`config.mk`:
```
export PLATFORM = sky130hd
export DESIGN_NAME = per_slot_publish_rate_limiter_core
export DESIGN_NICKNAME = d
export VERILOG_FILES = /design/src/sv/pslr_pkg.sv /design/src/sv/pslr_alu.sv /design/src/sv/pslr_slot_store.sv /design/src/sv/pslr_seq.sv /design/src/sv/per_slot_publish_rate_limiter_core.sv
export SDC_FILE = /design/constraint.sdc
export NUM_CORES = 1
export LEC_CHECK = 0
export ABC_CLOCK_PERIOD_IN_PS = 6700
export BUFFER_PORTS_ARGS = -buffer_cell sky130_fd_sc_hd__clkbuf_2
export CAP_MARGIN = 0
export CORE_MARGIN = 1.5
export CORE_UTILIZATION = 50
export CTS_CLUSTER_SIZE = 40
export DETAILED_ROUTE_END_ITERATION = 10
export PLACE_DENSITY = 0.66
export SYNTH_ARGS = -nofsm -noshare
export SYNTH_HDL_FRONTEND = slang
export SYNTH_HIERARCHICAL = 1
export SYNTH_SLANG_ARGS = --single-unit
```
`constraint.sdc`:
```
create_clock -name clk_i -period 6.7 [get_ports clk_i]
set_input_delay 0.67 -clock clk_i [delete_from_list [all_inputs] [get_ports clk_i]]
set_output_delay 0.67 -clock clk_i [all_outputs]
set_load 0.005 [all_outputs]
```
`src/sv/pslr_pkg.sv`:
```
// ----------------------------------------------------------------------------
// Per-slot publish rate limiter: shared definitions
// Slot count, time width, event and register codes, sequencer states and the
// control structs that pass between the sequencer, the slot store and the ALU.
// ----------------------------------------------------------------------------
package pslr_pkg;

  localparam int unsigned SLOTS  = 16;
  localparam int unsigned SLOT_W = (SLOTS > 1) ? $clog2(SLOTS) : 1;
  localparam int unsigned TIME_W = 32;

  localparam logic [TIME_W-1:0] MIN_INTERVAL_MS = TIME_W'(2000);

  typedef enum logic [1:0] {
    CMD_CONNECT    = 2'd0,
    CMD_FULL_QUERY = 2'd1,
    CMD_ITEM_QUERY = 2'd2,
    CMD_MARK_ALL   = 2'd3
  } cmd_e;

  typedef enum logic [1:0] {
    CFG_PUBLISH_INTERVAL = 2'd0,
    CFG_MIN_DELAY        = 2'd1,
    CFG_ON_CHANGE        = 2'd2
  } cfg_idx_e;

  typedef enum logic [2:0] {
    ST_IDLE,
    ST_DIFF,
    ST_CMP_IV,
    ST_CMP_MD,
    ST_DONE
  } state_e;

  typedef struct packed {
    logic              clr_all;
    logic              set_all;
    logic              set_one;
    logic [SLOT_W-1:0] idx;
    logic [TIME_W-1:0] stamp;
  } store_cmd_t;

  typedef struct packed {
    logic              seen;
    logic [TIME_W-1:0] stamp;
  } slot_rd_t;

  typedef struct packed {
    logic              ge;
    logic [TIME_W-1:0] diff;
  } alu_res_t;

endpackage

```
`src/sv/pslr_alu.sv`:
```
// ----------------------------------------------------------------------------
// Shared subtract and compare unit
// One 33-bit subtractor: gives the wrapping difference a - b and a >= b.
// ----------------------------------------------------------------------------
module pslr_alu import pslr_pkg::*; (
  input  logic [TIME_W-1:0] a_i,
  input  logic [TIME_W-1:0] b_i,
  output alu_res_t          res_o
);

  logic [TIME_W:0] wide;

  // The top bit is the borrow, so its inverse is the unsigned a >= b.
  assign wide       = {1'b0, a_i} - {1'b0, b_i};
  assign res_o.diff = wide[TIME_W-1:0];
  assign res_o.ge   = ~wide[TIME_W];

endmodule

```
`src/sv/pslr_slot_store.sv`:
```
// ----------------------------------------------------------------------------
// Slot store
// Seen bit and last report time for every slot, with one read port, a
// whole-store clear of the seen bits and whole-store and one-slot stamps.
// ----------------------------------------------------------------------------
module pslr_slot_store import pslr_pkg::*; (
  input  logic              clk_i,
  input  logic              rst_ni,
  input  store_cmd_t        cmd_i,
  input  logic [SLOT_W-1:0] rd_idx_i,
  output slot_rd_t          rd_o
);

  logic [SLOTS-1:0]  seen_q, seen_d;
  logic [TIME_W-1:0] time_q [SLOTS];

  always_comb begin
    seen_d = seen_q;
    priority if (cmd_i.clr_all) begin
      seen_d = '0;
    end else if (cmd_i.set_all) begin
      seen_d = '1;
    end else if (cmd_i.set_one) begin
      seen_d[cmd_i.idx] = 1'b1;
    end
  end

  always_ff @(posedge clk_i or negedge rst_ni) begin
    if (!rst_ni) begin
      seen_q <= '0;
    end else begin
      seen_q <= seen_d;
    end
  end

  // Times carry no reset: a time is only read once its slot has been seen,
  // and a slot is always stamped when it becomes seen.
  always_ff @(posedge clk_i) begin
    for (int k = 0; k < SLOTS; k++) begin
      if (cmd_i.set_all || (cmd_i.set_one && cmd_i.idx == SLOT_W'(k))) begin
        time_q[k] <= cmd_i.stamp;
      end
    end
  end

  assign rd_o.seen  = seen_q[rd_idx_i];
  assign rd_o.stamp = time_q[rd_idx_i];

endmodule

```
`src/sv/pslr_seq.sv`:
```
// ----------------------------------------------------------------------------
// Event sequencer
// Takes one event word, steps the shared ALU through the elapsed-time
// subtract and the interval and delay compares as its command needs, then
// commits the state update and loads the result register.
// ----------------------------------------------------------------------------
module pslr_seq import pslr_pkg::*; (
  input  logic              clk_i,
  input  logic              rst_ni,
  // event side
  input  logic              s_valid_i,
  output logic              s_ready_o,
  input  logic [1:0]        in_cmd_i,
  input  logic [7:0]        in_slot_i,
  input  logic              in_changed_i,
  input  logic [TIME_W-1:0] in_now_i,
  // result side
  output logic              m_valid_o,
  input  logic              m_ready_i,
  output logic              m_grant_o,
  // effective settings
  input  logic              on_change_i,
  input  logic [TIME_W-1:0] eff_iv_i,
  input  logic [TIME_W-1:0] eff_md_i,
  // shared ALU
  output logic [TIME_W-1:0] alu_a_o,
  output logic [TIME_W-1:0] alu_b_o,
  input  alu_res_t          alu_i,
  // slot store
  output logic [SLOT_W-1:0] rd_idx_o,
  input  slot_rd_t          rd_i,
  output store_cmd_t        store_o
);

  state_e            state_q, state_d;
  cmd_e              cmd_q;
  logic [7:0]        slot_q;
  logic              changed_q;
  logic [TIME_W-1:0] now_q;
  logic [TIME_W-1:0] diff_q, diff_d;
  logic              grant_q, grant_d;
  logic              force_q, force_d;
  logic [TIME_W-1:0] last_full_q, last_full_d;
  logic              out_valid_q, out_valid_d;
  logic              out_grant_q, out_grant_d;
  logic              in_range;
  logic              accept;

  assign accept   = s_valid_i && s_ready_o;
  assign in_range = ({1'b0, slot_q} < 9'(SLOTS));
  assign rd_idx_o = slot_q[SLOT_W-1:0];

  always_comb begin
    state_d       = state_q;
    diff_d        = diff_q;
    grant_d       = grant_q;
    force_d       = force_q;
    last_full_d   = last_full_q;
    out_valid_d   = out_valid_q && !m_ready_i;
    out_grant_d   = out_grant_q;
    s_ready_o     = 1'b0;
    alu_a_o       = diff_q;
    alu_b_o       = eff_iv_i;
    store_o       = '0;
    store_o.idx   = slot_q[SLOT_W-1:0];
    store_o.stamp = now_q;

    unique case (state_q)
      ST_IDLE: begin
        s_ready_o = 1'b1;
        if (s_valid_i) begin
          grant_d = 1'b0;
          if (cmd_e'(in_cmd_i) == CMD_CONNECT || cmd_e'(in_cmd_i) == CMD_MARK_ALL) begin
            state_d = ST_DONE;
          end else begin
            state_d = ST_DIFF;
          end
        end
      end

      ST_DIFF: begin
        alu_a_o = now_q;
        alu_b_o = (cmd_q == CMD_FULL_QUERY) ? last_full_q : rd_i.stamp;
        diff_d  = alu_i.diff;
        priority if (cmd_q == CMD_FULL_QUERY) begin
          state_d = ST_CMP_IV;
        end else if (!on_change_i || !in_range) begin
          state_d = ST_DONE;
        end else if (!rd_i.seen) begin
          grant_d = 1'b1;
          state_d = ST_DONE;
        end else begin
          state_d = ST_CMP_IV;
        end
      end

      ST_CMP_IV: begin
        alu_a_o = diff_q;
        alu_b_o = eff_iv_i;
        if (cmd_q == CMD_FULL_QUERY) begin
          grant_d = force_q || alu_i.ge;
          state_d = ST_DONE;
        end else begin
          grant_d = alu_i.ge;
          state_d = ST_CMP_MD;
        end
      end

      ST_CMP_MD: begin
        alu_a_o = diff_q;
        alu_b_o = eff_md_i;
        grant_d = grant_q || (changed_q && alu_i.ge);
        state_d = ST_DONE;
      end

      ST_DONE: begin
        // Commit only once the result register is free, so no word is lost.
        if (!out_valid_q || m_ready_i) begin
          out_valid_d = 1'b1;
          out_grant_d = grant_q;
          state_d     = ST_IDLE;
          unique case (cmd_q)
            CMD_CONNECT: begin
              force_d         = 1'b1;
              store_o.clr_all = 1'b1;
            end
            CMD_FULL_QUERY: begin
              if (grant_q) begin
                force_d     = 1'b0;
                last_full_d = now_q;
              end
            end
            CMD_ITEM_QUERY: begin
              store_o.set_one = grant_q;
            end
            CMD_MARK_ALL: begin
              store_o.set_all = 1'b1;
            end
            default: begin
            end
          endcase
        end
      end

      default: begin
        state_d = ST_IDLE;
      end
    endcase
  end

  always_ff @(posedge clk_i or negedge rst_ni) begin
    if (!rst_ni) begin
      state_q     <= ST_IDLE;
      grant_q     <= 1'b0;
      force_q     <= 1'b0;
      last_full_q <= '0;
      out_valid_q <= 1'b0;
      out_grant_q <= 1'b0;
    end else begin
      state_q     <= state_d;
      grant_q     <= grant_d;
      force_q     <= force_d;
      last_full_q <= last_full_d;
      out_valid_q <= out_valid_d;
      out_grant_q <= out_grant_d;
    end
  end

  always_ff @(posedge clk_i) begin
    if (accept) begin
      cmd_q     <= cmd_e'(in_cmd_i);
      slot_q    <= in_slot_i;
      changed_q <= in_changed_i;
      now_q     <= in_now_i;
    end
    diff_q <= diff_d;
  end

  assign m_valid_o = out_valid_q;
  assign m_grant_o = out_grant_q;

endmodule

```
`src/sv/per_slot_publish_rate_limiter_core.sv`:
```
// ----------------------------------------------------------------------------
// Per-slot publish rate limiter
// An event word steps through the sequencer: connect and mark-all go straight to
// the commit, refused or first-time item queries do the elapsed-time subtract
// first, a full query adds the interval compare and an item query on a seen slot
// adds the interval and delay compares; the shared ALU does one subtract or
// compare per cycle. A new word is taken only once the previous result is loaded.
// Reset sets control state, settings and seen bits to defaults; slot times are not reset.
// ----------------------------------------------------------------------------
module per_slot_publish_rate_limiter_core import pslr_pkg::*; (
  input  logic        clk_i,
  input  logic        rst_ni,
  // event stream
  input  logic        s_axis_tvalid_i,
  output logic        s_axis_tready_o,
  input  logic [47:0] s_axis_tdata_i,  // slot[7:0], changed[8], now_ms[40:9], zero fill
  input  logic [1:0]  s_axis_tuser_i,  // cmd[1:0]
  // result stream
  output logic        m_axis_tvalid_o,
  input  logic        m_axis_tready_i,
  output logic [7:0]  m_axis_tdata_o,  // grant[0], zero fill
  // register writes
  input  logic        cfg_valid_i,
  output logic        cfg_ready_o,
  input  logic [1:0]  cfg_index_i,
  input  logic [31:0] cfg_data_i
);

  logic [TIME_W-1:0] interval_q;
  logic [TIME_W-1:0] min_delay_q;
  logic              on_change_q;
  logic [TIME_W-1:0] eff_iv_q, eff_iv_d;
  logic [TIME_W-1:0] eff_md_q, eff_md_d;
  logic [TIME_W-1:0] alu_a, alu_b;
  alu_res_t          alu_res;
  logic [SLOT_W-1:0] rd_idx;
  slot_rd_t          rd;
  store_cmd_t        store_cmd;
  logic              grant;

  assign cfg_ready_o = 1'b1;

  always_ff @(posedge clk_i or negedge rst_ni) begin
    if (!rst_ni) begin
      interval_q  <= MIN_INTERVAL_MS;
      min_delay_q <= '0;
      on_change_q <= 1'b0;
    end else if (cfg_valid_i) begin
      unique case (cfg_index_i)
        CFG_PUBLISH_INTERVAL: interval_q  <= cfg_data_i;
        CFG_MIN_DELAY:        min_delay_q <= cfg_data_i;
        CFG_ON_CHANGE:        on_change_q <= cfg_data_i[0];
        default: begin
        end
      endcase
    end
  end

  // The clamped limits are registered in two steps, the interval and then the delay
  // clamped to it; the sequencer reads them only in its compare states.
  assign eff_iv_d = (interval_q < MIN_INTERVAL_MS) ? MIN_INTERVAL_MS : interval_q;
  assign eff_md_d = (min_delay_q > eff_iv_q) ? eff_iv_q : min_delay_q;

  always_ff @(posedge clk_i or negedge rst_ni) begin
    if (!rst_ni) begin
      eff_iv_q <= MIN_INTERVAL_MS;
      eff_md_q <= '0;
    end else begin
      eff_iv_q <= eff_iv_d;
      eff_md_q <= eff_md_d;
    end
  end

  pslr_alu u_alu (
    .a_i   (alu_a),
    .b_i   (alu_b),
    .res_o (alu_res)
  );

  pslr_slot_store u_store (
    .clk_i    (clk_i),
    .rst_ni   (rst_ni),
    .cmd_i    (store_cmd),
    .rd_idx_i (rd_idx),
    .rd_o     (rd)
  );

  pslr_seq u_seq (
    .clk_i        (clk_i),
    .rst_ni       (rst_ni),
    .s_valid_i    (s_axis_tvalid_i),
    .s_ready_o    (s_axis_tready_o),
    .in_cmd_i     (s_axis_tuser_i),
    .in_slot_i    (s_axis_tdata_i[7:0]),
    .in_changed_i (s_axis_tdata_i[8]),
    .in_now_i     (s_axis_tdata_i[40:9]),
    .m_valid_o    (m_axis_tvalid_o),
    .m_ready_i    (m_axis_tready_i),
    .m_grant_o    (grant),
    .on_change_i  (on_change_q),
    .eff_iv_i     (eff_iv_q),
    .eff_md_i     (eff_md_q),
    .alu_a_o      (alu_a),
    .alu_b_o      (alu_b),
    .alu_i        (alu_res),
    .rd_idx_o     (rd_idx),
    .rd_i         (rd),
    .store_o      (store_cmd)
  );

  assign m_axis_tdata_o = {7'b0, grant};

  // Accepting an event word takes the sequencer out of idle, which drops the event-side ready.
  a_busy_after_accept: assert property (@(posedge clk_i) disable iff (!rst_ni)
    (s_axis_tvalid_i && s_axis_tready_o) |=> !s_axis_tready_o)
    else $error("event word taken while the previous one is still in work");

  a_interval_floor: assert property (@(posedge clk_i) disable iff (!rst_ni)
    eff_iv_q >= MIN_INTERVAL_MS)
    else $error("effective interval below the floor");

  a_delay_capped: assert property (@(posedge clk_i) disable iff (!rst_ni)
    $stable(eff_iv_q) |-> (eff_md_q <= eff_iv_q))
    else $error("effective minimum delay exceeds the effective interval");

endmodule
```
; Yosys cells after proc, flatten, opt, wreduce, memory -nomap -nowiden
; Memory sizes are Yosys's and may differ from the RTL's. A register that Yosys moved wholly into a read port is not among the register bits.
; Cells that the tools add are included.
[classes]
n_addsub = 1
order_cmp = 5
eq_ne = 31
mux = 69
n_bitwise = 2
n_reduce_logical = 61
[ops]
columns = op, count
row1 = 32-bit 2-to-1 mux, 4
row2 = 32-bit one-hot mux with 2 select lines, 1
row3 = 16-bit 2-to-1 mux, 3
row4 = 1-bit 2-to-1 mux, 46
row5 = 32-bit by 32-bit subtractor with 33-bit output, 1
row6 = 4-bit equality test (second input constant), 8
row7 = 32-bit greater-than comparator, 1
row8 = 32-bit by 11-bit less-than comparator with 1-bit output (second input constant), 1
row9 = 3-bit 2-to-1 mux, 9
row10 = 1-bit logical OR, 21
row11 = 1-bit logical AND, 20
row12 = 4-bit by 3-bit equality test with 1-bit output (second input constant), 4
row13 = 16-bit bitwise OR, 1
row14 = 3-bit one-hot mux with 5 select lines, 1
row15 = 2-bit AND reduction, 5
row16 = 2-bit equality test (second input constant), 4
row17 = 4-bit by 2-bit equality test with 1-bit output (second input constant), 2
row18 = 8-bit by 5-bit less-than comparator with 1-bit output (second input constant), 1
row19 = 2-bit inequality test (second input constant), 4
row20 = 4-bit AND reduction, 2
row21 = 3-bit by 2-bit equality test with 1-bit output (second input constant), 2
row22 = 2-bit logical NOT, 3
row23 = 4-bit by 5-bit less-than comparator with 1-bit output (second input constant), 1
row24 = 5-bit AND reduction, 1
row25 = 18 further kinds, 23
[totals]
regBits = 259
ramBits = 512
in_bits = 89
output_inout_bits = 11
wordCells = 187
mem_count = 1
[mem_list]
columns = name, words, word_bits, rd, rd_ports_with_merged_regs, wr, line_no
row1 = u_store.time_q, 16, 32, 1, 1, 16, pslr_slot_store.sv:15  ; logic [TIME_W-1:0] time_q [SLOTS];

; Logic depth before layout (Yosys ltp)
; Gate-level depths: netlist of the first run.
[logic_depth]
depth_word = 8
depth_mapped = 25
ltp_nobuf = 20

; Modules after synthesis
; Netlist of the first run, hierarchy kept.
[by_module_without_submodules]
columns = module, n_inst, cells_per_inst, area_each_um2, seq_area_each_um2
row1 = pslr_slot_store, 1, 850, 20118.0, 15775.1
row2 = per_slot_publish_rate_limiter_core, 1, 406, 5647.9, 3243.1
row3 = pslr_seq, 1, 385, 5456.5, 3228.1
row4 = pslr_alu, 1, 244, 1700.4, 0.0

; Worst setup path before layout of the first run
; No wires, ideal clock.
[synth_timing]
path_type = flip-flop to flip-flop
from = register u_seq.slot_q[0]
to = register u_seq.grant_q
setup_time_ps = 120
arrival_time_ps = 4160
t_required_ps = 6580
slack_ps = 2420
path_stages_with_launch = 25
path_buffers = 4
period_less_slack_ps = 4280
cell_sequence = edfxtp_1 buf_4 buf_6 buf_2 mux4_2 a22oi_1 nand2_1 mux2i_1 o21ai_1 mux2_2 inv_1 ha_1 buf_4 a21oi_2 nand3_1 a311oi_2 o22ai_2 a31oi_1 o21ai_1 a31oi_1 o21ai_1 nand2b_1 a21oi_1 o21ai_0 o211a_1
[synth_via]
elab_chain_cells = 5
elab_cells_between_ends = 8
classes_between = 1 x order compare / 2 x eq/ne / 2 x mux / 3 x reduce/logical
[synth_rtl]
columns = item, line_no
row1 = "start, declared", pslr_seq.sv:37  ; logic [7:0] slot_q;
row2 = "start signal, assigned", pslr_seq.sv:172  ; slot_q <= in_slot_i;
row3 = 8-bit by 5-bit less-than comparator with 1-bit output, pslr_seq.sv:50  ; assign in_range = ({1'b0, slot_q} < 9'(SLOTS));
row4 = 1-bit logical NOT, pslr_seq.sv:87  ; end else if (!on_change_i || !in_range) begin
row5 = 1-bit logical OR, pslr_seq.sv:87
row6 = 2-bit inequality test (no source line), n/a
row7 = 5-bit AND reduction (no source line) (*), n/a
row8 = "end signal, assigned", pslr_seq.sv:161  ; grant_q <= grant_d;
row9 = "end, declared", pslr_seq.sv:41  ; logic grant_q, grant_d;
; Every way passes the cells marked *; elsewhere a longest branch is shown, timed or not. The select of a mux whose other input is x is not followed.
; A chain may end at the register's enable or synchronous reset.

; Final worst setup path of the first run
[layout_timing]
from = register u_seq.slot_q[1]
to = register u_seq.grant_q
; The elaborated chain is that of the path after synthesis.

==> results of run 1 <==
power by group through the flow:
stage / registers [uW] / clock network, uW / logic, uW
after CTS: 6870 / 4360 / 4200
after global routing: 6970 / 4550 / 4560
after detailed placement: 6960 / 0 / 4190
final: 6860 / 4280 / 4190
after global placement: 6880 / 0 / 4080
after floorplan: 6710 / 0 / 3210
cell families after synthesis:
family / Yosys count / synth area share, %
AOI/OAI and AO/OA: 259 / 5.552
muxes: 357 / 17.14
and+or+nand+nor: 205 / 3.154
adders and majority gates: 65 / 2.493
buffers and inverters: 197 / 3.295
xor gates and xnor gates: 29 / 0.7715
other: 2 / 0.02281
DFF: 771 / 67.57
metrics by stage:
step           cell area, um2  total power (uW)  util (%)  hold slack [ns]
4_1_cts                 36690             15430     56.60           0.1659
6_report                36690             15330     56.61           0.1090
3_5_place_dp            34140             11150     52.67           0.3850
5_1_grt                 36690             16070     56.61           0.2018
2_1_floorplan           32950              9922         -           0.3744
3_3_place_gp            34140             10970     52.67           0.3780
cell type report:
class                      count  area, um2
timing repair buffer         133      872.1
sequential                   771      22250
inverter                      75      281.5
clock inverter                29      216.5
fill                        4925      28120
multi-input combinational    923       9673
tap                          855       1070
clock buffer                 117       2330
sequential cells by signal, indices dropped and copies added, names as in the netlist, 16 cells and up:
signal	cells
eff_md_q	32
min_delay_q	32
u_seq/last_full_q	32
eff_iv_q	32
u_store/time_q	512
u_seq/diff_q	32
u_store/seen_q	16
interval_q	32
u_seq/now_q	32
how the worst max path moves through the flow:
| stage | start | to | slack (ns) | cells past startpoint |
|---|---|---|---|---|
| 2_1_floorplan | u_seq/slot_q[0] | u_seq/grant_q | 2.42 | 24 |
| 3_3_place_gp | u_seq/slot_q[1] | u_seq/grant_q | 1.22 | 21 |
| 3_5_place_dp | u_seq/slot_q[1] | u_seq/grant_q | 1.20 | 20 |
| 4_1_cts | u_seq/slot_q[1] | u_seq/grant_q | 1.14 | 21 |
| 5_1_grt | u_seq/slot_q[1] | u_seq/grant_q | 0.81 | 21 |
| 6_report | u_seq/slot_q[1] | u_seq/grant_q | 1.17 | 21 |
cell usage after synthesis (all sizes together), types with 4 or more instances:
master,n
edfxtp,587
mux2,193
dfrtp,172
mux4,132
nand2,93
inv,75
buf,73
a22oi,67
ha,64
o21ai,54
clkbuf,49
a21oi,47
mux2i,32
a21o,26
nor2,24
nor2b,16
o21ba,16
xnor2,16
nand4,14
xor2,13
dfstp,12
nor3,11
nand3,9
o21a,9
nand2b,8
or2,8
a31o,6
a211oi,4
a21boi,4
a31oi,4
nor4,4
routing by layer:
metal / track usage, % / up-vias / wire length, um
li1: - / 7523 / -
met1: 30.30 / 8914 / 30710
met2: 35.93 / 556 / 35420
met3: 3.197 / 109 / 4066
met4: 6.751 / 0 / 1741
met5: 0 / - / 0
critical path, delay by kind of cell (launching register included):
kind,cells,cell delay (ns)
multiplexers,3,0.98
buffers and inverters,2,0.35
AND/OR/NAND/NOR,3,0.45
adder cells (fa/ha/maj),1,0.32
flip-flops,1,0.97
AO/OA/AOI/OAI,12,2.34
==> Flow_metrics.wiki, run 1 <==
{| class="wikitable"
! Metric !! Value
|-
| Share of power burned in the clock network || 27.9%
|-
| Non-filler cells, final || 2903
|-
| Top cells by area, synth || sky130_fd_sc_hd__edfxtp_1 (54%), sky130_fd_sc_hd__dfrtp_1 (13%), sky130_fd_sc_hd__mux4_2 (7.9%)
|-
| Final antenna-violating net count || 0
|-
| Final weighted congestion in routability-driven placement || 0.8885
|-
| Sw Pwr || 4653 uW
|-
| Skew-Pair Late Insertion Delay || 0.63 ns
|-
| Count of final hold-check violations || 0
|-
| Max Freq || 0.1808 GHz
|-
| Remaining global-route overflow || 0
|-
| Lkg Pwr || 0.01356 uW
|-
| Most used flip-flop cell after synthesis || sky130_fd_sc_hd__edfxtp_1
|-
| Wire length of the first global-routing pass || 108.7 mm
|-
| Critical path capture point type || flip-flop
|-
| Setup crit start kind || flip-flop
|-
| Share of Yosys cell area claimed by the top area cell type || 53.54%
|-
| Number of buffers on the longest clock path || 3
|-
| Pin count of the biggest net entering global routing || 109
|-
| Final critical path time including I/O delays and setup || 5.530 ns
|-
| Fraction of layout cells with a size suffix above 1 || 27.64%
|-
| Max-Slew Margin vs Limit || 15.25%
|-
| Outcome || complete, no violations
|-
| Number of register bits inferred by synthesis || 771
|-
| Avg Synthesized Cell Area || 17.47 um2
|-
| Standard cell core area || 64810 um2
|-
| RSZ-0062 raised after global routing || no
|-
| Post-CTS Hold Fix Bufs || 0
|-
| Dominant cell type by count on the critical path || sky130_fd_sc_hd__o21ai_1
|-
| Quantity of I/O buffers inserted on ports || 84
|-
| Setup slack, reg-to-reg || 1.17 ns
|-
| Synth Cell Area || 32920 um2
|-
| Vias in the first global route || 17560
|-
| Placed cells || 2757
|-
| End of the worst register-to-register path || u_seq/grant_q
|-
| H-Tree Level Count || 3
|-
| Placement Rows || 93
|-
| CP max FO || 24
|-
| Die outline area || 67390 um2
|-
| Power Dens Cells || 417.9 nW/um2
|-
| Instance count of the mapped netlist || 1885
|-
| Number of gates resized after CTS || 0
|-
| Layout Area Growth over Synthesis || 11.44%
|-
| Post-CTS setup buffers || 0
|-
| Switching power share of the total || 30.34%
|-
| Half-perimeter wire length of the detailed placement result || 44.43 mm
|-
| Cell-by-cell listing of the critical path || buf_12 -> mux4_2 -> a22oi_1 -> nand2_1 -> mux2i_1 -> o21ai_1 -> mux2_2 -> inv_1 -> ha_1 -> a21oi_2 -> nand3_1 -> a311oi_2 -> o22ai_2 -> a31oi_1 -> o21ai_1 -> a31oi_1 -> o21ai_1 -> nand2b_1 -> a21oi_1 -> o21ai_0 -> o211a_1
|-
| Initial Util || 50.80%
|-
| Clock sink total || 771
|-
| Number of iterations in the first detailed-routing pass || 5
|-
| IO Count || 100
|-
| Cell at the root of the clock tree || sky130_fd_sc_hd__clkbuf_16
|-
| Number of DRC markers after the initial detailed-route iteration || 1321
|-
| Share of synthesized flip-flops with an asynchronous set or reset || 23.87%
|-
| Gate power share || 27.3%
|-
| Fraction of the yosys area taken by sequential cells || 67.57%
|-
| Commonest cells after routing, fill and taps aside || sky130_fd_sc_hd__edfxtp_1 (587), sky130_fd_sc_hd__dfrtp_1 (171), sky130_fd_sc_hd__mux4_2 (115)
|-
| Number of setup violations in the final report || 0
|-
| Leading cell type in the layout, fill and taps excluded || sky130_fd_sc_hd__edfxtp_1
|-
| Clock-pin slew on the worst setup and hold paths || 0.06 ns
|-
| Post-synth EDFFs || 587
|-
| Fin Clk Skew || 0.02452 ns
|-
| Total of max-cap violations || 0
|-
| Worst-Margin Slew || 1.267 ns
|-
| Post-route fraction of the period consumed by the critical path || 82.54%
|-
| Leading area contributor after synthesis || sky130_fd_sc_hd__edfxtp_1
|-
| CTS tree || yes
|-
| Delay of the slowest cell on the worst path || 0.97 ns
|-
| Setup slack after placement || 1.202 ns
|-
| Diode insertion count for antenna repair || 0
|-
| Worst reg2reg path startpoint || u_seq/slot_q[1]
|-
| Reg2Reg Depth || 21
|-
| Die Ht || 259.6 um
|-
| Max-slew violation count || 0
|-
| Total Routed Length || 71.95 mm
|-
| Critical-path cell with the highest stage delay || sky130_fd_sc_hd__edfxtp_1
|-
| DR vias/cell || 5.891
|-
| Register share of total power || 44.8%
|-
| Routed wire per std cell || 24.78 um
|-
| Initial antenna violation count || 0
|-
| DRC Markers || 0
|-
| Required time of the critical path || 7.21 ns
|-
| Final-stage net count || 2136
|-
| Number of synthesis warnings || 6
|-
| Via Count || 17100
|-
| Hold Path Class || primary input to async pin
|-
| Horiz. Die Dim || 259.6 um
|-
| Worst Path Arrival || 6.04 ns
|-
| Worst voltage drop across the vdd grid || 285.6 uV
|-
| Crit Path Class || flip-flop to flip-flop
|-
| Unique masters post-synth || 79
|-
| Number of buffers created by CTS || 78
|-
| TNS Setup || 0 ns
|-
| Internal portion of total power || 10680 uW
|-
| Fin worst setup slack || 1.170 ns
|-
| GR Util All Layers || 21.83%
|}
No activity file was read; power rests on OpenSTA's default activity.
==> run 2, diff against run 1 <==
- ABC_AREA: not set -> 1
- ABC_CLOCK_PERIOD_IN_PS: 6700 -> 4700
- PLACE_DENSITY: 0.66 -> 0.69
- clock period: 6.7 -> 4.7 ns (I/O delays scaled with it)
==> Flow_metrics.wiki, run 2 <==
{| class="wikitable"
! Metric !! Value
|-
| Outcome || complete, no violations (unchanged)
|-
| Share of synthesized flip-flops with an asynchronous set or reset || 23.87% (unchanged)
|-
| Critical path capture point type || flip-flop (unchanged)
|-
| Critical-path cell with the highest stage delay || sky130_fd_sc_hd__edfxtp_1 (unchanged)
|-
| Initial Util || 50.56% (was 50.80%)
|-
| Setup crit start kind || flip-flop (unchanged)
|-
| Die outline area || 74030 um2 (was 67390 um2)
|-
| Final weighted congestion in routability-driven placement || 0.9180 (was 0.8885)
|-
| Hold Path Class || primary input to async pin (unchanged)
|-
| Crit Path Class || flip-flop to flip-flop (unchanged)
|-
| Skew-Pair Late Insertion Delay || 0.63 ns (about the same)
|-
| Cell at the root of the clock tree || sky130_fd_sc_hd__clkbuf_16 (unchanged)
|-
| Commonest cells after routing, fill and taps aside || sky130_fd_sc_hd__nand2_1 (1220), sky130_fd_sc_hd__inv_1 (701), sky130_fd_sc_hd__edfxtp_1 (587) (was sky130_fd_sc_hd__edfxtp_1 (587), sky130_fd_sc_hd__dfrtp_1 (171), sky130_fd_sc_hd__mux4_2 (115))
|-
| Pin count of the biggest net entering global routing || 127 (was 109)
|-
| CTS tree || yes (unchanged)
|-
| Dominant cell type by count on the critical path || sky130_fd_sc_hd__nand2_1 (was sky130_fd_sc_hd__o21ai_1)
|-
| Post-detailed-placement cell area || 38010 um2 (was 34140 um2)
|-
| Diode insertion count for antenna repair || 0 (unchanged)
|-
| Max Freq || 0.2380 GHz (was 0.1808 GHz)
|-
| CP max FO || 77 (was 24)
|-
| Top cells by area, synth || sky130_fd_sc_hd__edfxtp_1 (49%), sky130_fd_sc_hd__nand2_1 (13%), sky130_fd_sc_hd__dfrtp_1 (12%) (was sky130_fd_sc_hd__edfxtp_1 (54%), sky130_fd_sc_hd__dfrtp_1 (13%), sky130_fd_sc_hd__mux4_2 (7.9%))
|-
| Number of setup violations in the final report || 0 (unchanged)
|-
| Area used by sequential logic in the layout || 22250 um2 (about the same)
|-
| Number of gates resized after CTS || 0 (unchanged)
|-
| Fraction of the yosys area taken by sequential cells || 61.45% (was 67.57%)
|-
| Count of buffer and inverter cells on the critical path || 3 (was 2)
|-
| Worst slack on hold paths || 0.01017 ns (was 0.1090 ns)
|-
| Count of final hold-check violations || 0 (unchanged)
|-
| Die Ht || 272.1 um (was 259.6 um)
|-
| Most used flip-flop cell after synthesis || sky130_fd_sc_hd__edfxtp_1 (unchanged)
|-
| Number of synthesis warnings || 6 (unchanged)
|-
| Worst Path Arrival || 4.77 ns (was 6.04 ns)
|-
| Required time of the critical path || 5.27 ns (was 7.21 ns)
|-
| Half-perimeter wire length of the detailed placement result || 56.23 mm (was 44.43 mm)
|-
| Instance count of the mapped netlist || 3951 (was 1885)
|-
| Max-slew violation count || 0 (unchanged)
|-
| TNS Setup || 0 ns (unchanged)
|-
| Fin Clk Skew || 0.02473 ns (was 0.02452 ns)
|-
| Number of register bits inferred by synthesis || 771 (unchanged)
|-
| Largest delay contributor family on the critical path || simple AND/OR/NAND/NOR gates (was compound AO/OA/AOI/OAI gates)
|-
| Lkg Pwr || 0.01906 uW (was 0.01356 uW)
|-
| Commonest cells in the netlist || sky130_fd_sc_hd__nand2_1 (1228), sky130_fd_sc_hd__inv_1 (702), sky130_fd_sc_hd__edfxtp_1 (587) (was sky130_fd_sc_hd__edfxtp_1 (587), sky130_fd_sc_hd__dfrtp_1 (172), sky130_fd_sc_hd__mux4_2 (115))
|-
| Total Routed Length || 88.72 mm (was 71.95 mm)
|-
| Final-stage net count || 4175 (was 2136)
|-
| Avg Synthesized Cell Area || 9.163 um2 (was 17.47 um2)
|-
| Number of iterations in the first detailed-routing pass || 5 (unchanged)
|-
| Routed wire per std cell || 17.62 um (was 24.78 um)
|-
| Number of buffers on the longest clock path || 3 (unchanged)
|-
| Remaining global-route overflow || 0 (unchanged)
|-
| Max-Slew Margin vs Limit || 23.49% (was 15.25%)
|-
| Non-Filler Cell Area, Final || 40690 um2 (was 36690 um2)
|-
| Post-route fraction of the period consumed by the critical path || 89.39% (was 82.54%)
|-
| Wire length of the first global-routing pass || 138.0 mm (was 108.7 mm)
|-
| IO Count || 100 (unchanged)
|-
| Max FFs per register || 512 (unchanged)
|-
| Final critical path time including I/O delays and setup || 4.201 ns (was 5.530 ns)
|-
| Leading cell type in the layout, fill and taps excluded || sky130_fd_sc_hd__nand2_1 (was sky130_fd_sc_hd__edfxtp_1)
|-
| Number of DRC markers after the initial detailed-route iteration || 2112 (was 1321)
|-
| GR Util All Layers || 24.10% (was 21.83%)
|-
| Fraction of layout cells with a size suffix above 1 || 8.419% (was 27.64%)
|-
| Placement Rows || 98 (was 93)
|-
| Quantity of I/O buffers inserted on ports || 84 (unchanged)
|-
| Standard cell core area || 71610 um2 (was 64810 um2)
|-
| Final antenna-violating net count || 0 (unchanged)
|-
| Share of Yosys cell area claimed by the top area cell type || 48.69% (was 53.54%)
|-
| Clock-pin slew on the worst setup and hold paths || 0.06 ns (about the same)
|-
| Power Dens Cells || 592.2 nW/um2 (was 417.9 nW/um2)
|-
| Worst-Margin Slew || 1.146 ns (was 1.267 ns)
|-
| Leading cell type by number of instances after synthesis || sky130_fd_sc_hd__nand2_1 (was sky130_fd_sc_hd__edfxtp_1)
|-
| Synth Cell Area || 36200 um2 (was 32920 um2)
|-
| Register with the most flip-flops || u_store/time_q (unchanged)
|-
| DR vias/cell || 5.199 (was 5.891)
|-
| Multi-input combinational cell area || 10450 um2 (was 9673 um2)
|-
| RSZ-0062 raised after global routing || no (unchanged)
|-
| Cell-by-cell listing of the critical path || buf_12 -> buf_4 -> nand3_1 -> nand3_1 -> nand3_1 -> nand2_1 -> o21ai_0 -> nand3_1 -> inv_1 -> ha_1 -> nand2_1 -> nor2_1 -> nand2_1 -> nor2_1 -> nand2_1 -> nand3_1 -> nand2_1 -> nand2_1 -> nand2_1 -> nand3_1 -> nand2_1 -> nand2_1 -> nand3_1 -> nand2_1 (was buf_12 -> mux4_2 -> a22oi_1 -> nand2_1 -> mux2i_1 -> o21ai_1 -> mux2_2 -> inv_1 -> ha_1 -> a21oi_2 -> nand3_1 -> a311oi_2 -> o22ai_2 -> a31oi_1 -> o21ai_1 -> a31oi_1 -> o21ai_1 -> nand2b_1 -> a21oi_1 -> o21ai_0 -> o211a_1)
|-
| Via Count || 26180 (was 17100)
|-
| Post-synth EDFFs || 587 (unchanged)
|-
| Clock sink total || 771 (unchanged)
|-
| Vias in the first global route || 24770 (was 17560)
|-
| Delay of the slowest cell on the worst path || 0.54 ns (was 0.97 ns)
|-
| Layout Area Growth over Synthesis || 12.39% (was 11.44%)
|-
| Horiz. Die Dim || 272.1 um (was 259.6 um)
|-
| Post-layout util || 56.82% (was 56.61%)
|-
| Total of fill cells in the finished design || 6079 (was 4925)
|-
| Total of max-cap violations || 0 (unchanged)
|-
| DRC Markers || 0 (unchanged)
|-
| H-Tree Level Count || 3 (unchanged)
|-
| Unique masters post-synth || 39 (was 79)
|-
| Number of buffers created by CTS || 79 (was 78)
|-
| Worst voltage drop across the vdd grid || 370.4 uV (was 285.6 uV)
|-
| Leading area contributor after synthesis || sky130_fd_sc_hd__edfxtp_1 (unchanged)
|-
| Initial antenna violation count || 0 (unchanged)
|}
## run 2: cell types whose count changed after synthesis, sizes merged, moves of 123 or more
cell,previous run,this run
mux4,132,0
nor2,24,147
nand2,93,1239
o21ai,54,191
inv,75,707
mux2,193,0
nand3,9,542
## run 2: stage by stage
step / std cells / setup WS (ns) / total power [uW]
after floorplan: 3957 / 0.4823 / 15420
after global placement: 4876 / 0.6190 / 17800
after detailed placement: 4876 / 0.6123 / 17970
after CTS: 5036 / 0.5813 / 24150
after global routing: 5036 / 0.2347 / 25650
final: 5036 / 0.4988 / 24100
## run 2: cell type report
class	instances	area share, %
Multi-Input combinational cell	2275	25.68
Tap cell	950	2.921
Clock buffer	103	5.258
Sequential cell	771	54.67
Inverter	709	6.565
Timing Repair Buffer	185	3.927
Clock inverter	43	0.9778
## run 2: logic make-up (layout without fill, tap and decap cells)
logic type               after synthesis  after routing  synth area share (%)
AO/OA/AOI/OAI                        235            235                 3.300
XOR/XNOR                              14             14                0.3387
adder cells (fa/ha/maj)               65             65                 2.267
buffers and inverters                911           1040                 10.11
flip-flops                           771            771                 61.45
other                                  2              8               0.02074
AND/OR/NAND/NOR                     1953           1953                 22.52
## run 2: final timing paths
kind | depth (start not counted) | slack [ns] | to | from
worst max-delay path | 24 | 0.50 | u_seq/grant_q | u_seq/slot_q[1]
worst min-delay path | 1 | 0.01 | min_delay_q[26] | rst_ni
worst max register to register | 24 | 0.50 | u_seq/grant_q | u_seq/slot_q[1]
worst min register to register | 0 | 0.40 | eff_iv_q[31] | interval_q[31]
max in group asynchronous | 2 | 3.65 | u_store/seen_q[15] | rst_ni
min in group clk_i | 1 | 0.03 | u_seq/slot_q[0] | s_axis_tdata_i[0]
## run 2: routing by layer
metal	share of wire, %	vias to the layer above	global-route usage [%]
li1	-	12690	-
met1	42	12330	32.44
met2	48	989	40.21
met3	6.5	172	3.015
met4	3.0	0	8.962
met5	0	-	0
## run 2: repair_timing
action / 4_1_cts / 5_1_grt
hold buffers: 14 / 0
endpoints found under the hold margin: 14 / 0
buffers inserted: 0 / 0
## run 2: report_power, final
part           internal, uW  switching, uW  leakage, uW
Sequential             8940            601      0.00763
Combinational          2680           5730       0.0102
Clock                  3560           2590      0.00125
Total                 15200           8920       0.0191
